### src/hdl/pns_pkg.sv
`default_nettype none

package pns_pkg;

  localparam int NOTE_W  = 15;
  localparam int CONF_W  = 10;
  localparam int LEVEL_W = 12;
  localparam int SEMI_W  = 8;
  localparam int CENTS_W = 8;
  localparam int CNT_W   = 8;
  localparam int HIST_D  = 3;

  localparam int APB_AW  = 4;
  localparam int APB_DW  = 32;

  localparam logic [1:0] REG_THRESHOLD  = 2'd0;
  localparam logic [1:0] REG_HOLD       = 2'd1;
  localparam logic [1:0] REG_HYSTERESIS = 2'd2;

  localparam logic [CONF_W-1:0] THRESHOLD_RST  = 10'd358;
  localparam logic [CNT_W-1:0]  HOLD_RST       = 8'd8;
  localparam logic [CNT_W-1:0]  HYSTERESIS_RST = 8'd166;

  typedef struct packed {
    logic                      pitch_found;
    logic [CONF_W-1:0]         confidence;
    logic [NOTE_W-1:0]         note_in;
    logic signed [LEVEL_W-1:0] level_in;
  } in_item_t;

  typedef struct packed {
    logic                      pitch_valid;
    logic [NOTE_W-1:0]         note_out;
    logic [SEMI_W-1:0]         nearest_semitone;
    logic signed [CENTS_W-1:0] cents_offset;
    logic [CONF_W-1:0]         confidence_out;
    logic signed [LEVEL_W-1:0] level_out;
  } out_item_t;

  typedef struct packed {
    logic [CONF_W-1:0] threshold;
    logic [CNT_W-1:0]  hold;
    logic [CNT_W-1:0]  hysteresis;
  } cfg_t;

  typedef struct packed {
    logic [HIST_D-1:0][NOTE_W-1:0] hist;
    logic [1:0]                    count;
    logic [CNT_W-1:0]              missed;
    logic                          shown_vld;
    logic [SEMI_W-1:0]             shown;
  } st_t;

endpackage

`default_nettype wire

### src/hdl/pns_in_if.sv
`default_nettype none

interface pns_in_if;
  import pns_pkg::*;

  logic     valid;
  logic     ready;
  in_item_t data;

  modport source (output valid, output data, input ready);
  modport sink (input valid, input data, output ready);
endinterface

`default_nettype wire

### src/hdl/pns_out_if.sv
`default_nettype none

interface pns_out_if;
  import pns_pkg::*;

  logic      valid;
  logic      ready;
  out_item_t data;

  modport source (output valid, output data, input ready);
  modport sink (input valid, input data, output ready);
endinterface

`default_nettype wire

### src/hdl/pns_cfg.sv
`default_nettype none

module pns_cfg (
  input  wire logic                       clk,
  input  wire logic                       rst_n,
  input  wire logic                       psel,
  input  wire logic                       penable,
  input  wire logic                       pwrite,
  input  wire logic [pns_pkg::APB_AW-1:0] paddr,
  input  wire logic [pns_pkg::APB_DW-1:0] pwdata,
  output logic      [pns_pkg::APB_DW-1:0] prdata,
  output logic                            pready,
  output pns_pkg::cfg_t                   cfg
);
  import pns_pkg::*;

  cfg_t       cfg_r;
  logic       wr_en;
  logic [1:0] idx;

  assign idx    = paddr[APB_AW-1:2];
  assign wr_en  = psel && penable && pwrite;
  assign pready = 1'b1;
  assign cfg    = cfg_r;

  always_ff @(posedge clk) begin
    if (!rst_n) begin
      cfg_r.threshold  <= THRESHOLD_RST;
      cfg_r.hold       <= HOLD_RST;
      cfg_r.hysteresis <= HYSTERESIS_RST;
    end else if (wr_en) begin
      unique case (idx)
        REG_THRESHOLD:  cfg_r.threshold  <= pwdata[CONF_W-1:0];
        REG_HOLD:       cfg_r.hold       <= pwdata[CNT_W-1:0];
        REG_HYSTERESIS: cfg_r.hysteresis <= pwdata[CNT_W-1:0];
        default: ;
      endcase
    end
  end

  always_comb begin
    unique case (idx)
      REG_THRESHOLD:  prdata = {{(APB_DW-CONF_W){1'b0}}, cfg_r.threshold};
      REG_HOLD:       prdata = {{(APB_DW-CNT_W){1'b0}}, cfg_r.hold};
      REG_HYSTERESIS: prdata = {{(APB_DW-CNT_W){1'b0}}, cfg_r.hysteresis};
      default:        prdata = '0;
    endcase
  end

endmodule

`default_nettype wire

### src/hdl/pns_calc.sv
`default_nettype none

module pns_calc (
  input  pns_pkg::cfg_t     cfg,
  input  pns_pkg::in_item_t item,
  input  pns_pkg::st_t      st,
  output pns_pkg::st_t      st_nxt,
  output pns_pkg::out_item_t res
);
  import pns_pkg::*;

  function automatic logic [NOTE_W-1:0] median3(input logic [NOTE_W-1:0] a,
                                                input logic [NOTE_W-1:0] b,
                                                input logic [NOTE_W-1:0] c);
    logic [NOTE_W-1:0] lo;
    logic [NOTE_W-1:0] hi;
    lo = (a < b) ? a : b;
    hi = (a < b) ? b : a;
    if (c <= lo) return lo;
    else if (c >= hi) return hi;
    else return c;
  endfunction

  logic                 take;
  logic [NOTE_W-1:0]    med;
  logic [NOTE_W:0]      rnd;
  logic [SEMI_W-1:0]    near;
  logic signed [NOTE_W+1:0] delta;
  logic [NOTE_W+1:0]    delta_abs;
  logic signed [NOTE_W+1:0] diff;
  logic signed [23:0]   prod;
  logic signed [23:0]   cents;

  always_comb begin
    st_nxt = st;
    take   = item.pitch_found && (item.confidence > cfg.threshold);

    // push accepted notes, count rejected frames
    if (take) begin
      st_nxt.hist[2] = st.hist[1];
      st_nxt.hist[1] = st.hist[0];
      st_nxt.hist[0] = item.note_in;
      if (st.count != 2'd3) st_nxt.count = st.count + 2'd1;
      st_nxt.missed = '0;
    end else begin
      if (st.missed != {CNT_W{1'b1}}) st_nxt.missed = st.missed + 8'd1;
      if (st_nxt.missed > cfg.hold) begin
        st_nxt.count     = '0;
        st_nxt.shown_vld = 1'b0;
        st_nxt.shown     = '0;
      end
    end

    med       = '0;
    near      = '0;
    cents     = '0;
    rnd       = '0;
    delta     = '0;
    delta_abs = '0;
    diff      = '0;
    prod      = '0;

    if (st_nxt.count != 2'd0) begin
      med = (st_nxt.count == 2'd3)
          ? median3(st_nxt.hist[0], st_nxt.hist[1], st_nxt.hist[2])
          : st_nxt.hist[0];
      rnd  = {1'b0, med} + 16'd128;
      near = rnd[NOTE_W:SEMI_W];
      // keep the shown note while the pitch stays within the band
      if (st_nxt.shown_vld) begin
        delta     = $signed({2'b00, med}) - $signed({1'b0, st_nxt.shown, 8'b0});
        delta_abs = delta[NOTE_W+1] ? 17'(-delta) : 17'(delta);
        if (delta_abs <= {9'b0, cfg.hysteresis}) near = st_nxt.shown;
      end
      st_nxt.shown_vld = 1'b1;
      st_nxt.shown     = near;

      diff  = $signed({2'b00, med}) - $signed({1'b0, near, 8'b0});
      // times 100 as 64 + 32 + 4
      prod  = (24'(diff) <<< 6) + (24'(diff) <<< 5) + (24'(diff) <<< 2);
      cents = prod >>> 8;
    end

    res.pitch_valid      = (st_nxt.count != 2'd0);
    res.note_out         = med;
    res.nearest_semitone = near;
    res.cents_offset     = cents[CENTS_W-1:0];
    res.confidence_out   = item.confidence;
    res.level_out        = item.level_in;
  end

endmodule

`default_nettype wire

### src/hdl/pns_pipe.sv
`default_nettype none

module pns_pipe (
  input  wire logic   clk,
  input  wire logic   rst_n,
  input  pns_pkg::cfg_t cfg,
  pns_in_if.sink      in_chan,
  pns_out_if.source   out_chan
);
  import pns_pkg::*;

  in_item_t  in_r;
  logic      in_vld_r;
  out_item_t out_r;
  logic      out_vld_r;
  st_t       st_r;
  st_t       st_nxt;
  out_item_t res;
  logic      advance;
  logic      take_in;

  pns_calc u_calc (
    .cfg    (cfg),
    .item   (in_r),
    .st     (st_r),
    .st_nxt (st_nxt),
    .res    (res)
  );

  // move the held request into the result register when that slot frees up
  assign advance        = in_vld_r && (!out_vld_r || out_chan.ready);
  assign in_chan.ready  = !in_vld_r || advance;
  assign take_in        = in_chan.valid && in_chan.ready;
  assign out_chan.valid = out_vld_r;
  assign out_chan.data  = out_r;

  always_ff @(posedge clk) begin
    if (!rst_n) begin
      in_vld_r  <= 1'b0;
      out_vld_r <= 1'b0;
      st_r      <= '0;
    end else begin
      if (take_in) in_vld_r <= 1'b1;
      else if (advance) in_vld_r <= 1'b0;
      if (advance) out_vld_r <= 1'b1;
      else if (out_chan.ready) out_vld_r <= 1'b0;
      if (advance) st_r <= st_nxt;
    end
  end

  always_ff @(posedge clk) begin
    if (take_in) in_r <= in_chan.data;
    if (advance) out_r <= res;
  end

endmodule

`default_nettype wire

### src/hdl/pitch_note_stabilizer_top.sv
// A request accepted into the input register moves to the result register once that
// slot is free; the result is offered to the output from the result register.
// Throughput: one request per cycle while the output is not stalled; the input and result registers keep both
// sides moving, and one combinational pass updates the history and display state.
// Reset: synchronous, active low; clears history, counters and shown note and
// loads the register defaults (threshold 358, hold 8, hysteresis 166).
`default_nettype none

module pitch_note_stabilizer_top (
  input  wire logic                       clk,
  input  wire logic                       rst_n,
  pns_in_if.sink                          in_chan,
  pns_out_if.source                       out_chan,
  input  wire logic                       psel,
  input  wire logic                       penable,
  input  wire logic                       pwrite,
  input  wire logic [pns_pkg::APB_AW-1:0] paddr,
  input  wire logic [pns_pkg::APB_DW-1:0] pwdata,
  output logic      [pns_pkg::APB_DW-1:0] prdata,
  output logic                            pready
);
  import pns_pkg::*;

  cfg_t cfg;

  pns_cfg u_cfg (
    .clk     (clk),
    .rst_n   (rst_n),
    .psel    (psel),
    .penable (penable),
    .pwrite  (pwrite),
    .paddr   (paddr),
    .pwdata  (pwdata),
    .prdata  (prdata),
    .pready  (pready),
    .cfg     (cfg)
  );

  pns_pipe u_pipe (
    .clk      (clk),
    .rst_n    (rst_n),
    .cfg      (cfg),
    .in_chan  (in_chan),
    .out_chan (out_chan)
  );

endmodule

`default_nettype wire

### src/flat_wrapper.sv
// flat-port wrapper written by rule: the top's interface ports become plain ports
module pitch_note_stabilizer_top_flat import pns_pkg::*;
  (clk, rst_n, psel, penable, pwrite, paddr, pwdata, prdata, pready, in_chan_valid, in_chan_data, in_chan_ready, out_chan_valid, out_chan_data, out_chan_ready);
  pns_in_if in_chan_i ();
  pns_out_if out_chan_i ();
  input  wire logic clk;
  input  wire logic rst_n;
  input  wire logic psel;
  input  wire logic penable;
  input  wire logic pwrite;
  input  wire logic [pns_pkg::APB_AW-1:0] paddr;
  input  wire logic [pns_pkg::APB_DW-1:0] pwdata;
  output logic      [pns_pkg::APB_DW-1:0] prdata;
  output logic pready;
  input wire logic [$bits(in_chan_i.valid)-1:0] in_chan_valid;
  input wire logic [$bits(in_chan_i.data)-1:0] in_chan_data;
  output wire logic [$bits(in_chan_i.ready)-1:0] in_chan_ready;
  output wire logic [$bits(out_chan_i.valid)-1:0] out_chan_valid;
  output wire logic [$bits(out_chan_i.data)-1:0] out_chan_data;
  input wire logic [$bits(out_chan_i.ready)-1:0] out_chan_ready;
  assign in_chan_i.valid = in_chan_valid;
  assign in_chan_i.data = in_chan_data;
  assign in_chan_ready = in_chan_i.ready;
  assign out_chan_valid = out_chan_i.valid;
  assign out_chan_data = out_chan_i.data;
  assign out_chan_i.ready = out_chan_ready;
  pitch_note_stabilizer_top u_core (.clk(clk), .rst_n(rst_n), .in_chan(in_chan_i), .out_chan(out_chan_i), .psel(psel), .penable(penable), .pwrite(pwrite), .paddr(paddr), .pwdata(pwdata), .prdata(prdata), .pready(pready));
endmodule
### config.mk
export PLATFORM = sky130hd
export DESIGN_NAME = pitch_note_stabilizer_top_flat
export DESIGN_NICKNAME = d
export VERILOG_FILES = /design/src/hdl/pns_pkg.sv /design/src/hdl/pns_in_if.sv /design/src/hdl/pns_out_if.sv /design/src/hdl/pns_cfg.sv /design/src/hdl/pns_calc.sv /design/src/hdl/pns_pipe.sv /design/src/hdl/pitch_note_stabilizer_top.sv /design/src/flat_wrapper.sv
export SDC_FILE = /design/constraint.sdc
export NUM_CORES = 1
export LEC_CHECK = 0
export BUFFER_PORTS_ARGS = -buffer_cell sky130_fd_sc_hd__buf_2
export CORE_AREA = 2 2 183 185
export CTS_CLUSTER_DIAMETER = 120
export DETAILED_ROUTE_END_ITERATION = 7
export DIE_AREA = 0 0 185 187
export PLACE_DENSITY = 0.57
export SYNTH_ARGS = -nofsm -noshare
export SYNTH_HDL_FRONTEND = slang
export SYNTH_HIERARCHICAL = 1
export SYNTH_SLANG_ARGS = --single-unit
### constraint.sdc
create_clock -name clk -period 23 [get_ports clk]
set_clock_uncertainty 0.2 [all_clocks]
set_input_delay 1.15 -clock clk [delete_from_list [all_inputs] [get_ports clk]]
set_output_delay 1.15 -clock clk [all_outputs]
set_load 0.005 [all_outputs]
# [After elaboration in Yosys (flattened, before gate mapping)]
# Index checks and enable logic that the tools add are counted.
# W data, S select, Z words.
[classes] n_addsub=8 order_cmp=6 eq_ne=5 mux=24 n_reduce_logical=16
[ops] op="$mux W15" n=6
[ops] op="$mux W45" n=1
[ops] op="$mux W8" n=5
[ops] op="$add A16 B16 Y16" n=2
[ops] op="$pmux W10 S3" n=1
[ops] op="$mux W9" n=3
[ops] op="$le A17 B8 Y1" n=1
[ops] op="$mux W17" n=1
[ops] op="$neg A17 Y17" n=1
[ops] op="$sub A15 B16 Y17" n=1
[ops] op="$add A15 B8 Y16 const B" n=1
[ops] op="$ge A15 B15 Y1" n=1
[ops] op="$le A15 B15 Y1" n=1
[ops] op="$lt A15 B15 Y1" n=1
[ops] op="$sub A14 B14 Y14" n=1
[ops] op="$gt A10 B10 Y1" n=1
[ops] op="$mux W10" n=1
[ops] op="$add A8 B1 Y8 const B" n=1
[ops] op="$gt A8 B8 Y1" n=1
[ops] op="$ne A8 B8 Y1 const B" n=1
[ops] op="$reduce_and A2 Y1" n=3
[ops] op="$reduce_bool A2 Y1" n=3
[ops] op="$logic_and A1 B1 Y1" n=5
[ops] op="$eq A2 B2 Y1 const B" n=2
[ops] op="other kinds (8)" n=14
[word_totals] register_bits=184 inputBits=81 word_cells=81

# [Depth between registers and ports, before layout]
[logic_depth] depth_word=20 mapped_depth=79 ltp_nobuf=68

# [Hierarchy]
# The synthesis kept the hierarchy.
[by_module_without_submodules] mod="pns_calc" n_inst=1 cells_per_inst=859 area_each_um2=6069.6
[by_module_without_submodules] mod="pns_pipe" n_inst=1 cells_per_inst=378 area_each_um2=5421.4
[by_module_without_submodules] mod="pns_cfg" n_inst=1 cells_per_inst=162 area_each_um2=1416.4

# [Worst setup path after synthesis]
# No wires, ideal clock.
[synth_path] path_kind="reg2reg" start="register u_core/u_pipe/in_r[32] (netlist bit)" end="register u_core.u_pipe.out_r, in the netlist u_core/u_pipe/out_chan.data[29] (data pin)" setup_time_ns=0.130 arrival_ns=15.060 required_time_ns=22.670 slack_ns=7.610 path_stages_with_launch=73 n_path_buf=12 cell_sequence="edfxtp_1 -> ha_1 -> nand4_1 -> a211oi_2 -> a2111oi_4 -> nor2_4 -> buf_2 -> buf_4 -> buf_2 -> buf_2 -> buf_1 -> mux2i_1 -> inv_1 -> ha_1 -> nand2_1 -> o21ai_0 -> nand4_1 -> mux2_4 -> [... 37 more ...] -> buf_2 -> buf_2 -> mux2i_1 -> inv_1 -> ha_1 -> inv_1 -> fa_1 -> or2_1 -> a2111oi_2 -> nor2_1 -> fa_1 -> ha_1 -> or4_1 -> o21ai_0 -> nor2_1 -> a211o_1 -> a2bb2o_1 -> nand2_1"
[synth_lines] element="start: declaration" line_no="pns_pipe.sv:12" source="in_item_t in_r;"
[synth_lines] element="start signal: assignment" line_no="pns_pipe.sv:52" source="if (take_in) in_r <= in_chan.data;"
[synth_lines] element="end signal: assignment" line_no="pns_pipe.sv:53" source="if (advance) out_r <= res;"
[synth_lines] element="end: declaration" line_no="pns_pipe.sv:14" source="out_item_t out_r;"

==> summary by stage <==
Power
Dividing total power by cell area gives a power density of between 60 and 70 mW/mm². The maximum ir drop on the vdd rail is between 50 and 60 µV. The leakage dissipation is approximately 0.0059 µW.

The total power after layout is around 960 µW.

STA
The hold violation count in the final report is 0. Setup repair after global routing left no endpoint under its margin. Dividing the final minimum period by the clock period gives 0.711.

Hold is met by 0.220 ns. At the pin with the least slew margin, the transition time is approximately 1.2 ns. Measured against its own limit, the worst slew margin works out to 0.212. The minimum period implied by the final worst setup slack is ~16 ns. The worst path setup slack after routing is between 6 and 7 ns. The number of setup violations in the final report is 0. The number of slew-limit violations in the final report is 0. Adding up every negative setup slack in the final design gives 0 ns. The maximum achievable frequency is 61.2 MHz.

Cells and area
The repair_antennas step left the layout with diodes totalling 0. The net count of the finished layout is approximately 1.7k. Summing all flip-flop and latch instances after layout gives around 0.0046 mm².

The share of cells above drive strength 1 is 0.149. The signed area change from the synthesized netlist to the final layout is 9.93%. The filler cells instantiated in the layout total between 3k and 4k. The multi-input combinational cells in the finished layout cover a total of 0.00731 mm².

Yosys
The share of synthesized area in the top cell type comes to 0.214. During synthesis, Yosys emitted a total of 6 warnings. Ranked by total cell area, the synthesized netlist is headed by sky130_fd_sc_hd__edfxtp_1, sky130_fd_sc_hd__dfxtp_1, sky130_fd_sc_hd__mux2i_1. The count of mapped cells out of synthesis is roughly 1.4k.

The average footprint of a synthesized cell is a little over 9 µm². In this run, synthesis inferred 92 flip-flops with an integrated enable. The post-synthesis instance area is around 0.013 mm².

For this run, the leading register cell type out of synthesis is sky130_fd_sc_hd__edfxtp_1. The number of synthesized register bits is around 180. The count of unique library cells instantiated by Yosys is 93. The biggest area contributor in the post-synthesis netlist is sky130_fd_sc_hd__edfxtp_1. The proportion of synthesized chip area in sequential cells is 0.357. Counting flops with an async set or reset pin after synthesis yields a share of 0.

Floorplanning
The site row count is 67. 170 I/O pins were placed. The horizontal extent of the die is approximately 190 µm. The die is 187 µm tall. The die covers about 0.035 mm². For this configuration, the core starts out at a cell density of 0.393. In this run the standard cell core region covers approximately 0.033 mm².

Routing
Detailed routing inserted a total of just under 10k vias. The final routed DRC violation total is 0. The antenna violation net count after detailed routing is 0. The pre-antenna-repair detailed-routing pass consisted of 5 iterations. In the routed layout, each cell is associated on average with a via count of slightly above 5. In this run, the number of DRC markers left after iteration 0 of detailed routing was 512. After detailed routing, the average wire length per cell comes to between 15 and 20 µm. The wire length after detailed routing is just under 30 mm.

Critical path
Of all nets on the critical path, the largest fanout is 33. The required time of the critical path is between 20 and 25 ns. Measured in cells, the most critical reg-to-reg path has a length of 65.

The startpoint identified for the worst register-to-register timing path is u_core/u_cfg/cfg[19]. Setup slack on the worst reg-to-reg path comes out at 6.65 ns. The worst register-to-register path ends at u_core/u_pipe/out_chan.data[29]. The kind of end point of the critical path is a flop. The type of origin of the critical path is a flop. The slowest stage cell on the critical path is sky130_fd_sc_hd__a2111oi_4. The endpoint arrival time on the critical path is around 16 ns. The critical path in this run is classified as reg -> reg. On the worst path, the slowest cell contributes a delay of 0.80 ns.

Clock tree
Hold repair after CTS inserted 0 buffers. TritonCTS built the clock tree. Gates resized during post-CTS repair numbered 0. The number of setup buffers added after CTS is 0. The CTS buffer count is 17. Clock-pin slew was measured on the worst setup and hold paths at roughly 0.080 ns.

The clock passes through at most 2 buffers. The latest clock arrival within the worst-skew pair is approximately 0.45 ns. The root buffer cell chosen for the clock tree is sky130_fd_sc_hd__clkbuf_16. The number of H-tree branching levels is 4. The total clock sinks is ~180.

Global route
The number of global-route vias before repair is just under 10k. The final global-route overflow total is 0. Across every metal layer, demand over resource in global routing totals 0.176.

The pin count of the biggest net entering global routing is ~120. The number of antenna violations at the first check in global routing is 0. The first global-routing pass estimated ~50 mm of wire.

Worst hold path
The start point of the worst hold path is u_core/u_pipe/in_r[3]. The class of the worst hold path is reg -> reg. Counting instances, the worst hold path has a depth of 0.

For hold timing, the worst endpoint is u_core/u_pipe/out_chan.data[3].

Placed design
The post-DP HPWL is roughly 21 mm. The congestion estimate from routability-driven global placement came to between 0.8 and 0.9. The number of buffers added on ports is between 100 and 150.

The pre-CTS setup slack is approximately 6.7 ns.

Outcome
The run finished with clean final reports.

Flow run
The max capacitance violation total is 0.
-- flip-flops by register name (all words and copies together), names as in the netlist --
signal	flops
u_core/u_cfg/cfg	26
u_core/u_pipe/in_r	38
u_core/u_pipe/in_vld_r	1
u_core/u_pipe/out_chan.data	54
u_core/u_pipe/out_chan.valid	1
u_core/u_pipe/st_r	64
-- worst max-delay path by stage --
| stage | from | end | slack (ns) | cells past startpoint |
|---|---|---|---|---|
| 2_1_floorplan | u_core/u_pipe/in_r[32] | u_core/u_pipe/out_chan.data[29] | 7.61 | 72 |
| 3_3_place_gp | u_core/u_pipe/in_r[30] | u_core/u_pipe/out_chan.data[29] | 6.81 | 64 |
| 3_5_place_dp | u_core/u_cfg/cfg[19] | u_core/u_pipe/out_chan.data[29] | 6.66 | 65 |
| 4_1_cts | u_core/u_cfg/cfg[19] | u_core/u_pipe/out_chan.data[29] | 6.59 | 65 |
| 5_1_grt | u_core/u_cfg/cfg[19] | u_core/u_pipe/out_chan.data[29] | 5.26 | 65 |
| 6_report | u_core/u_cfg/cfg[19] | u_core/u_pipe/out_chan.data[29] | 6.65 | 65 |
-- cells by family (layout without fill, tap and decap cells) --
kind of cell / Yosys count / count (layout) / synth area share
xor gates and xnor gates: 36 / 36 / 0.0244
AOI/OAI and AO/OA: 221 / 221 / 0.120
muxes: 170 / 170 / 0.135
and+or+nand+nor: 472 / 472 / 0.168
other: 2 / 23 / 0.000582
adders and majority gates: 109 / 109 / 0.112
DFF: 184 / 184 / 0.357
buffers and inverters: 205 / 267 / 0.0834
-- cell type report --
class                           instances  area share
Clock buffer                           18      0.0310
Clock inverter                         14      0.0124
Inverter                              100      0.0265
Multi-Input combinational cell       1031       0.515
Sequential cell                       184       0.325
Tap cell                              448      0.0395
Timing Repair Buffer                  135      0.0510
-- routing by layer --
layer	track usage	routed length, µm
met1	0.226	13900
met2	0.302	14300
met3	0.0333	1130
met4	0.0440	367
met5	0	0
-- through the flow --
stage	utilization	cells	cell area, µm²
global placement	0.413	1898	13600
floorplan	-	1420	13000
finish	0.432	1930	14200
detailed placement	0.413	1898	13600
CTS	0.432	1930	14200
global route	0.432	1930	14200
-- synthesized netlist by cell type (8+ instances only) --
cell / instances
sky130_fd_sc_hd__nand2_1: 236
sky130_fd_sc_hd__nand4_1: 23
sky130_fd_sc_hd__nor2_1: 84
sky130_fd_sc_hd__o211ai_1: 11
sky130_fd_sc_hd__mux2_2: 23
sky130_fd_sc_hd__buf_4: 49
sky130_fd_sc_hd__nor2b_1: 33
sky130_fd_sc_hd__xor2_1: 11
sky130_fd_sc_hd__and2_1: 11
sky130_fd_sc_hd__mux2i_1: 143
sky130_fd_sc_hd__fa_1: 11
sky130_fd_sc_hd__a21o_1: 8
sky130_fd_sc_hd__o21a_1: 20
sky130_fd_sc_hd__dfxtp_1: 92
sky130_fd_sc_hd__inv_1: 98
sky130_fd_sc_hd__nor3_1: 18
sky130_fd_sc_hd__ha_1: 97
sky130_fd_sc_hd__a21oi_1: 59
sky130_fd_sc_hd__nand3_1: 24
sky130_fd_sc_hd__clkbuf_1: 22
sky130_fd_sc_hd__edfxtp_1: 92
sky130_fd_sc_hd__o21ai_0: 47
sky130_fd_sc_hd__xnor2_1: 25
sky130_fd_sc_hd__buf_2: 20
-- worst max-delay path: cells and delay by family, from the launching register on --
kind | cells | cell delay [ns]
compound gates | 27 | 5.89
simple gates | 16 | 4.05
fa+ha+maj | 10 | 3.41
buf+inv | 8 | 1.13
mux | 3 | 0.89
flops | 1 | 0.37
xor+xnor | 1 | 0.19
-- report_power, final --
| group | switching (µW) | leakage [µW] | total [µW] | internal (µW) |
|---|---|---|---|---|
| registers | 4.94 | 0.00161 | 364 | 359 |
| logic | 170 | 0.00397 | 286 | 117 |
| clock network | 148 | 0.000302 | 308 | 160 |
| total | 323 | 0.00588 | 958 | 635 |
-- placed cells by master (no fill, tap or decap), types with 7 or more instances in the layout --
cell type,synthesis,routed
sky130_fd_sc_hd__a21oi_1,59,59
sky130_fd_sc_hd__o21ai_0,47,46
sky130_fd_sc_hd__nor3_1,18,18
sky130_fd_sc_hd__buf_4,49,13
sky130_fd_sc_hd__xor2_1,11,11
sky130_fd_sc_hd__buf_2,20,121
sky130_fd_sc_hd__fa_1,11,11
sky130_fd_sc_hd__ha_1,97,97
sky130_fd_sc_hd__o21bai_1,7,7
sky130_fd_sc_hd__dfxtp_1,92,92
sky130_fd_sc_hd__a21o_1,8,8
sky130_fd_sc_hd__o211ai_1,11,11
sky130_fd_sc_hd__mux2_2,23,23
sky130_fd_sc_hd__nand4_1,23,23
sky130_fd_sc_hd__nor2_1,84,84
sky130_fd_sc_hd__edfxtp_1,92,92
sky130_fd_sc_hd__nand2_1,236,236
sky130_fd_sc_hd__inv_1,98,98
sky130_fd_sc_hd__xnor2_1,25,25
sky130_fd_sc_hd__and2_1,11,10
sky130_fd_sc_hd__mux2i_1,143,143
sky130_fd_sc_hd__conb_1,2,23
sky130_fd_sc_hd__o21a_1,20,20
sky130_fd_sc_hd__clkbuf_16,0,17
sky130_fd_sc_hd__nor2b_1,33,32
sky130_fd_sc_hd__and3_1,7,7
sky130_fd_sc_hd__nand3_1,24,24
Power figures use the tool's default switching activity.
